[config.mk]
export PLATFORM = sky130hd
export DESIGN_NAME = ctb_seq
export DESIGN_NICKNAME = d
export VERILOG_FILES = /design/src/rtl/ctb_pkg.sv /design/src/rtl/ctb_seq.sv
export SDC_FILE = /design/constraint.sdc
export NUM_CORES = 1
export LEC_CHECK = 0
export CORE_MARGIN = 2
export CORE_UTILIZATION = 40
export CTS_BUF_LIST = sky130_fd_sc_hd__clkbuf_8
export CTS_CLUSTER_DIAMETER = 150
export DETAILED_ROUTE_END_ITERATION = 12
export DONT_BUFFER_PORTS = 1
export PLACE_DENSITY = 0.54
export REMOVE_ABC_BUFFERS = 1
export SLEW_MARGIN = 20
export SYNTH_ARGS = -nofsm -noshare
export SYNTH_HDL_FRONTEND = slang
export SYNTH_SLANG_ARGS = --single-unit
[constraint.sdc]
create_clock -name clk -period 5.9 [get_ports clk]
set_clock_uncertainty 0.15 [all_clocks]
set_input_delay 0.59 -clock clk [delete_from_list [all_inputs] [get_ports clk]]
set_output_delay 0.59 -clock clk [all_outputs]
set_load 0.05 [all_outputs]
[src/rtl/ctb_pkg.sv]
// ctb_pkg: shared types and constants for the text console character buffer
// used by ctb_seq, text_console_char_buffer and the testbench; no dependencies
package ctb_pkg;

  // fixed field widths of the request and result ports
  localparam int CMD_W      = 2;
  localparam int CHAR_W     = 8;
  localparam int RROW_W     = 5;
  localparam int RCOL_W     = 7;
  localparam int OROW_W     = 5;
  localparam int OCOL_W     = 7;
  localparam int COLS_REG_W = 7;
  localparam int ROWS_REG_W = 6;

  // register map, indexed by paddr[2]
  localparam logic REG_COLS = 1'b0;
  localparam logic REG_ROWS = 1'b1;

  localparam logic [COLS_REG_W-1:0] COLS_RESET = 7'd80;
  localparam logic [ROWS_REG_W-1:0] ROWS_RESET = 6'd25;

  // special characters
  localparam logic [CHAR_W-1:0] CH_NEWLINE   = 8'd10;
  localparam logic [CHAR_W-1:0] CH_BACKSPACE = 8'd8;
  localparam logic [CHAR_W-1:0] CH_SPACE     = 8'd32;

  typedef enum logic [CMD_W-1:0] {
    CMD_PUT   = 2'd0,
    CMD_CLEAR = 2'd1,
    CMD_READ  = 2'd2,
    CMD_NONE  = 2'd3
  } cmd_t;

  typedef enum logic [3:0] {
    ST_INIT,
    ST_IDLE,
    ST_DECODE,
    ST_PUT,
    ST_RDWAIT,
    ST_FILL,
    ST_SCROLL,
    ST_DRAIN,
    ST_BLANK
  } state_t;

endpackage

[src/rtl/ctb_seq.sv]
// ctb_seq: command sequencer, cursor and row walker driving the cell store
// depends on ctb_pkg
module ctb_seq #(
  parameter int MAX_COLS = 80,
  parameter int MAX_ROWS = 32,
  parameter int ROW_W    = 5,
  parameter int COL_W    = 7,
  parameter int NROW_W   = 6,
  parameter int NCOL_W   = 7,
  parameter int ADDR_W   = 12
) (
  input  logic                       clk,
  input  logic                       rst,
  input  logic                       start,
  input  logic [ctb_pkg::CMD_W-1:0]  command,
  input  logic [ctb_pkg::CHAR_W-1:0] char_code,
  input  logic [ctb_pkg::RROW_W-1:0] read_row,
  input  logic [ctb_pkg::RCOL_W-1:0] read_col,
  input  logic [NCOL_W-1:0]          eff_cols,
  input  logic [NROW_W-1:0]          eff_rows,
  output logic                       busy,
  output logic                       done,
  output logic [ROW_W-1:0]           cur_row,
  output logic [NCOL_W-1:0]          cur_col,
  output logic [ctb_pkg::CHAR_W-1:0] cell_q,
  output logic                       scr,
  output logic                       mem_we,
  output logic [ADDR_W-1:0]          mem_waddr,
  output logic [ctb_pkg::CHAR_W-1:0] mem_wdata,
  output logic                       mem_re,
  output logic [ADDR_W-1:0]          mem_raddr,
  input  logic [ctb_pkg::CHAR_W-1:0] mem_rdata
);

  ctb_pkg::state_t state, state_next;
  ctb_pkg::cmd_t   cmd_q;
  logic [ctb_pkg::CHAR_W-1:0] ch_q;
  logic [ctb_pkg::RROW_W-1:0] rr_q;
  logic [ctb_pkg::RCOL_W-1:0] rc_q;
  logic [ROW_W-1:0]           wk_row;
  logic [COL_W-1:0]           wk_col;
  logic                       put_pending;
  logic                       cp_we;
  logic [ADDR_W-1:0]          cp_addr;

  logic [ROW_W-1:0]  sat_row;
  logic [NCOL_W-1:0] sat_col;
  logic [ROW_W-1:0]  next_row;
  logic [ROW_W-1:0]  last_row;
  logic              is_nl;
  logic              is_bs;
  logic              at_limit;
  logic              wraps;
  logic              rd_in_range;
  logic              wk_col_last;
  logic              wk_row_last;
  int                lim_c;
  int                lim_r;
  ctb_pkg::state_t   scroll_entry;

  function automatic logic [ADDR_W-1:0] cell_addr(input int row, input int col);
    return ADDR_W'(row * MAX_COLS + col);
  endfunction

  // cursor saturation and decode helpers
  always_comb begin
    sat_row     = (int'(cur_row) >= int'(eff_rows)) ? ROW_W'(int'(eff_rows) - 1) : cur_row;
    sat_col     = (cur_col > eff_cols) ? eff_cols : cur_col;
    is_nl       = (ch_q == ctb_pkg::CH_NEWLINE);
    is_bs       = (ch_q == ctb_pkg::CH_BACKSPACE);
    at_limit    = (sat_col >= eff_cols);
    wraps       = (int'(sat_row) + 1 >= int'(eff_rows));
    last_row    = ROW_W'(int'(eff_rows) - 1);
    next_row    = wraps ? last_row : ROW_W'(int'(sat_row) + 1);
    rd_in_range = (int'(rr_q) < int'(eff_rows)) && (int'(rc_q) < int'(eff_cols));
    scroll_entry = (int'(eff_rows) > 1) ? ctb_pkg::ST_SCROLL : ctb_pkg::ST_BLANK;
    lim_c       = (state == ctb_pkg::ST_INIT) ? MAX_COLS : int'(eff_cols);
    case (state)
      ctb_pkg::ST_INIT:   lim_r = MAX_ROWS;
      ctb_pkg::ST_SCROLL: lim_r = int'(eff_rows) - 1;
      default:            lim_r = int'(eff_rows);
    endcase
    wk_col_last = (int'(wk_col) == lim_c - 1);
    wk_row_last = (int'(wk_row) == lim_r - 1);
  end

  // next state
  always_comb begin
    state_next = state;
    case (state)
      ctb_pkg::ST_INIT: begin
        if (wk_col_last && wk_row_last) state_next = ctb_pkg::ST_IDLE;
      end
      ctb_pkg::ST_IDLE: begin
        if (start) state_next = ctb_pkg::ST_DECODE;
      end
      ctb_pkg::ST_DECODE: begin
        case (cmd_q)
          ctb_pkg::CMD_PUT: begin
            if (is_nl) begin
              state_next = wraps ? scroll_entry : ctb_pkg::ST_IDLE;
            end else if (is_bs) begin
              state_next = ctb_pkg::ST_IDLE;
            end else if (at_limit && wraps) begin
              state_next = scroll_entry;
            end else begin
              state_next = ctb_pkg::ST_PUT;
            end
          end
          ctb_pkg::CMD_CLEAR: state_next = ctb_pkg::ST_FILL;
          ctb_pkg::CMD_READ:  state_next = rd_in_range ? ctb_pkg::ST_RDWAIT : ctb_pkg::ST_IDLE;
          default:            state_next = ctb_pkg::ST_IDLE;
        endcase
      end
      ctb_pkg::ST_PUT:    state_next = ctb_pkg::ST_IDLE;
      ctb_pkg::ST_RDWAIT: state_next = ctb_pkg::ST_IDLE;
      ctb_pkg::ST_FILL: begin
        if (wk_col_last && wk_row_last) state_next = ctb_pkg::ST_IDLE;
      end
      ctb_pkg::ST_SCROLL: begin
        if (wk_col_last && wk_row_last) state_next = ctb_pkg::ST_DRAIN;
      end
      ctb_pkg::ST_DRAIN:  state_next = ctb_pkg::ST_BLANK;
      ctb_pkg::ST_BLANK: begin
        if (wk_col_last) state_next = put_pending ? ctb_pkg::ST_PUT : ctb_pkg::ST_IDLE;
      end
      default: state_next = ctb_pkg::ST_IDLE;
    endcase
  end

  // memory control
  always_comb begin
    busy      = (state != ctb_pkg::ST_IDLE);
    mem_we    = 1'b0;
    mem_waddr = cell_addr(int'(wk_row), int'(wk_col));
    mem_wdata = ctb_pkg::CH_SPACE;
    mem_re    = 1'b0;
    mem_raddr = cell_addr(int'(wk_row) + 1, int'(wk_col));
    case (state)
      ctb_pkg::ST_INIT, ctb_pkg::ST_FILL: begin
        mem_we = 1'b1;
      end
      ctb_pkg::ST_DECODE: begin
        if (cmd_q == ctb_pkg::CMD_PUT && is_nl == 1'b0 && is_bs && sat_col != '0) begin
          mem_we    = 1'b1;
          mem_waddr = cell_addr(int'(sat_row), int'(sat_col) - 1);
        end
        if (cmd_q == ctb_pkg::CMD_READ && rd_in_range) begin
          mem_re    = 1'b1;
          mem_raddr = cell_addr(int'(rr_q), int'(rc_q));
        end
      end
      ctb_pkg::ST_PUT: begin
        mem_we    = 1'b1;
        mem_waddr = cell_addr(int'(cur_row), int'(cur_col));
        mem_wdata = ch_q;
      end
      ctb_pkg::ST_SCROLL, ctb_pkg::ST_DRAIN: begin
        mem_re    = (state == ctb_pkg::ST_SCROLL);
        mem_we    = cp_we;
        mem_waddr = cp_addr;
        mem_wdata = mem_rdata;
      end
      ctb_pkg::ST_BLANK: begin
        mem_we    = 1'b1;
        mem_waddr = cell_addr(int'(last_row), int'(wk_col));
      end
      default: begin
        mem_we = 1'b0;
      end
    endcase
  end

  always_ff @(posedge clk) begin
    if (rst) begin
      state       <= ctb_pkg::ST_INIT;
      wk_row      <= '0;
      wk_col      <= '0;
      cur_row     <= '0;
      cur_col     <= '0;
      done        <= 1'b0;
      cp_we       <= 1'b0;
      put_pending <= 1'b0;
      scr         <= 1'b0;
    end else begin
      state   <= state_next;
      done    <= (state_next == ctb_pkg::ST_IDLE) && (state != ctb_pkg::ST_IDLE)
                 && (state != ctb_pkg::ST_INIT);
      cp_we   <= (state == ctb_pkg::ST_SCROLL);
      cp_addr <= cell_addr(int'(wk_row), int'(wk_col));
      case (state)
        ctb_pkg::ST_INIT, ctb_pkg::ST_FILL, ctb_pkg::ST_SCROLL: begin
          if (wk_col_last) begin
            wk_col <= '0;
            wk_row <= ROW_W'(int'(wk_row) + 1);
          end else begin
            wk_col <= COL_W'(int'(wk_col) + 1);
          end
          if (state == ctb_pkg::ST_FILL && wk_col_last && wk_row_last) begin
            cur_row <= '0;
            cur_col <= '0;
          end
        end
        ctb_pkg::ST_IDLE: begin
          if (start) begin
            cmd_q       <= ctb_pkg::cmd_t'(command);
            ch_q        <= char_code;
            rr_q        <= read_row;
            rc_q        <= read_col;
            scr         <= 1'b0;
            cell_q      <= '0;
            put_pending <= 1'b0;
          end
        end
        ctb_pkg::ST_DECODE: begin
          wk_row <= '0;
          wk_col <= '0;
          if (cmd_q == ctb_pkg::CMD_PUT) begin
            put_pending <= !is_nl && !is_bs;
            if (is_nl || (!is_bs && at_limit)) begin
              cur_row <= next_row;
              cur_col <= '0;
              scr     <= wraps;
            end else if (is_bs) begin
              cur_row <= sat_row;
              cur_col <= (sat_col != '0) ? NCOL_W'(int'(sat_col) - 1) : sat_col;
            end else begin
              cur_row <= sat_row;
              cur_col <= sat_col;
            end
          end
        end
        ctb_pkg::ST_PUT: begin
          cur_col <= NCOL_W'(int'(cur_col) + 1);
        end
        ctb_pkg::ST_RDWAIT: begin
          cell_q <= mem_rdata;
        end
        ctb_pkg::ST_DRAIN: begin
          wk_col <= '0;
        end
        ctb_pkg::ST_BLANK: begin
          wk_col <= COL_W'(int'(wk_col) + 1);
        end
        default: begin
          wk_col <= wk_col;
        end
      endcase
    end
  end

endmodule

==> results.py <==
metrics = {
    "yosys": {
        "synth-edff-count": 42,
        "synth-async-reset-ratio_pct": 0,
        "ys_ff_latch": 74,
        "yosysSeqAreaShare_pct": 22.9,
        "synth_ff_type": "edfxtp_1",
        "synth_top_area_share_pct": 16.9,
        "synth_area_leaders": "ha_1, edfxtp_1, dfxtp_1, xnor2_1, a21oi_1",
        "syn_inst": 970,
        "syn_area_sq_um": 8310,
        "yosysTopAreaCell": "ha_1",
        "ys_types": 81,
        "yosys_warnings": 0,
        "syn_avg_cell_area_sq_um": 8.57,
    },
    "critical_path": {
        "path_class": "in2out",
        "cp-start-kind": "primary input",
        "arrival_ns": 4.84,
        "end_kind": "primary output",
        "cp.required_ns": 5.16,
        "cp_max_fo": 6,
        "cp-startpoint": "eff_rows[1]",
        "rr_startpoint": "state[1]",
    },
    "floorplanning": {
        "ios": 103,
        "rows": 52,
        "coreArea_sq_um": 20300,
        "initial_core_util_pct": 40.9,
        "dieArea_sq_um": 21900,
        "fp.dieW_um": 148,
        "die_h_um": 148,
    },
    "power_and_ir_drop": {
        "power.density_nw_per_um2": 130,
        "leakagePower_nw": 3.99,
        "ir_drop_mv": 0.0964,
    },
    "clock_network": {
        "cts.path.max_buffers": 2,
        "clkLatencyLatePin_ns": 0.38,
        "cts_max_level": 3,
        "root_buffer": "clkbuf_8",
        "cts_tree": "done",
        "cts_made_buffers": 9,
        "holdBufCountCts": 0,
        "clkTransAtPathRegs_ns": 0.10,
        "cts_sinks": 74,
    },
    "routing": {
        "route.detailed.drc": 0,
        "wl_per_cell_um": 20.4,
        "drt_first_iter_violations": 689,
        "drtAntennaViolNets": 0,
        "vias": 7419,
        "routed_wl_um": 25900,
        "via_per_inst": 5.84,
        "drt_pass1_iterations": 8,
    },
    "sta": {
        "worst_pin_slew_ns": 1.07,
        "slew_violations": 0,
        "period_minus_slack_ns": 5.58,
        "max_slew_margin_pct": 28.3,
        "finalSetupViolations": 0,
        "fin_crit_sh_pct": 94.5,
        "fmax_mhz": 179,
        "hold_violations": 0,
    },
    "grt": {
        "grt_overflow": 0,
        "grt_pass1_vias": 7092,
        "grt_start_max_net_pins": 25,
        "grt_usage_pct": 23.4,
        "grt_first_pass_wirelength_um": 40000,
        "antenna_found_initial": 0,
    },
    "finish": {
        "final_net_count": 1164,
        "n_fill_cell": 2037,
        "insertedDiodeCount": 0,
        "syn2layout_area_growth_pct": 9.77,
        "utilization_pct": 44.9,
        "drive_gt1_share_pct": 10.6,
        "instances_no_fill": 1270,
    },
    "worst_hold_path": {
        "min_path_type": "in2reg",
        "hp-start": "rst",
    },
    "place": {
        "hpwl_um": 20700,
        "dp_cells": 1248,
        "portBuffers": 0,
        "gp_congestion": 0.947,
    },
    "status": {
        "outcome": "completed",
    },
    "run": {
        "cap_violations": 0,
    },
}
-- per-stage QoR --
step           hold WS (ns)  setup TNS, ns  worst slack (ns)  total power, mW  cell area, sq um
3_3_place_gp          0.316              0             0.263            0.725              8830
2_1_floorplan         0.292         -0.754            -0.468            0.685              8130
4_1_cts               0.102              0            0.0950             1.20              9060
6_report              0.121              0             0.323             1.19              9120
5_1_grt              0.0966        -0.0197           -0.0197             1.23              9120
3_5_place_dp          0.322              0             0.226            0.724              8830
-- power by group --
part	internal, mW	switching (mW)	total (mW)	leakage [nW]
clock	0.242	0.228	0.470	0.112
combinational	0.0645	0.0972	0.162	3.22
sequential	0.548	0.00628	0.555	0.655
-- sequential cells by signal, indices dropped and copies added (netlist names), 5 cells and up --
name     flops
cell_q       8
rr_q         5
wk_row       5
cur_col      7
rc_q         7
cp_addr     12
ch_q         8
wk_col       7
cur_row      5
-- cell type report --
class | count | area [sq um] | share of cell area, %
Inverter | 71 | 267 | 2.92
Sequential cell | 74 | 1900 | 20.8
Clock inverter | 7 | 98.8 | 1.08
Timing Repair Buffer | 54 | 405 | 4.44
Multi-Input combinational cell | 785 | 5990 | 65.6
Clock buffer | 9 | 124 | 1.36
Tap cell | 270 | 338 | 3.70
-- cell usage after synthesis (all sizes together), types with 14 or more instances --
master and count:
a21o 24, a21oi 74, clkbuf 29, dfxtp 32
edfxtp 42, ha 112, inv 69, nand2 71
nand3 28, nor2 61, nor2b 14, nor3 30
o21ai 41, xnor2 51, xor2 31
-- critical path: stages --
cell and delay, ns:
inv_1 0.15, ha_1 0.31, nor3b_2 0.29, xnor2_1 0.27, inv_1 0.21, ha_1 0.37, inv_1 0.07, fa_1 0.50
nor2b_1 0.14, o21ai_0 0.26, o311a_1 0.41, o211ai_1 0.25, xnor2_1 0.13, o21ai_0 0.33, o21a_1 0.16, o32ai_1 0.07
nor2_1 0.11, buf_4 0.20
-- logic make-up after synthesis --
| logic type | count (synthesis) | synth area share (%) |
|---|---|---|
| AO/OA/AOI/OAI | 261 | 21.8 |
| XOR/XNOR | 84 | 9.18 |
| adder cells (fa/ha/maj) | 123 | 19.5 |
| buffers and inverters | 111 | 5.36 |
| flip-flops | 74 | 22.9 |
| multiplexers | 23 | 2.92 |
| AND/OR/NAND/NOR | 294 | 18.4 |
-- final timing paths --
kind                   end  slack (ns)  cells past startpoint
max          mem_waddr[10]        0.32                     18
min             cur_col[1]        0.12                      1
max reg2reg     cur_row[0]        1.09                     15
min reg2reg    put_pending        0.34                      2
-- metal layers --
metal	wire length, um	global-route usage [%]	part of all wire [%]	up-vias
met3	1670	4.36	6.4	48
met2	11400	36.7	44	278
met5	0	0	0	-
met4	794	8.24	3.1	0
li1	-	-	-	3627
met1	12000	32.3	46	3466
-- placed cells by master (no fill, tap or decap), drive strengths merged, types with 13 or more instances in the layout --
master / netlist / layout
inv: 69 / 72
a31oi: 13 / 13
ha: 112 / 112
nor3: 30 / 30
o21ai: 41 / 41
buf: 11 / 54
xnor2: 51 / 51
xor2: 31 / 31
and3: 13 / 13
nor2: 61 / 61
dfxtp: 32 / 32
mux2i: 13 / 13
nor2b: 14 / 14
nand3: 28 / 28
and2: 13 / 13
nand2: 71 / 71
a21oi: 74 / 74
edfxtp: 42 / 42
a21o: 24 / 24
-- what timing repair did --
action / in CTS / in global routing
setup buffers: 0 / 6
resized for setup: 0 / 7
endpoints found under the setup margin: 0 / 3
Note: power is estimated with default switching activity, not from simulation.
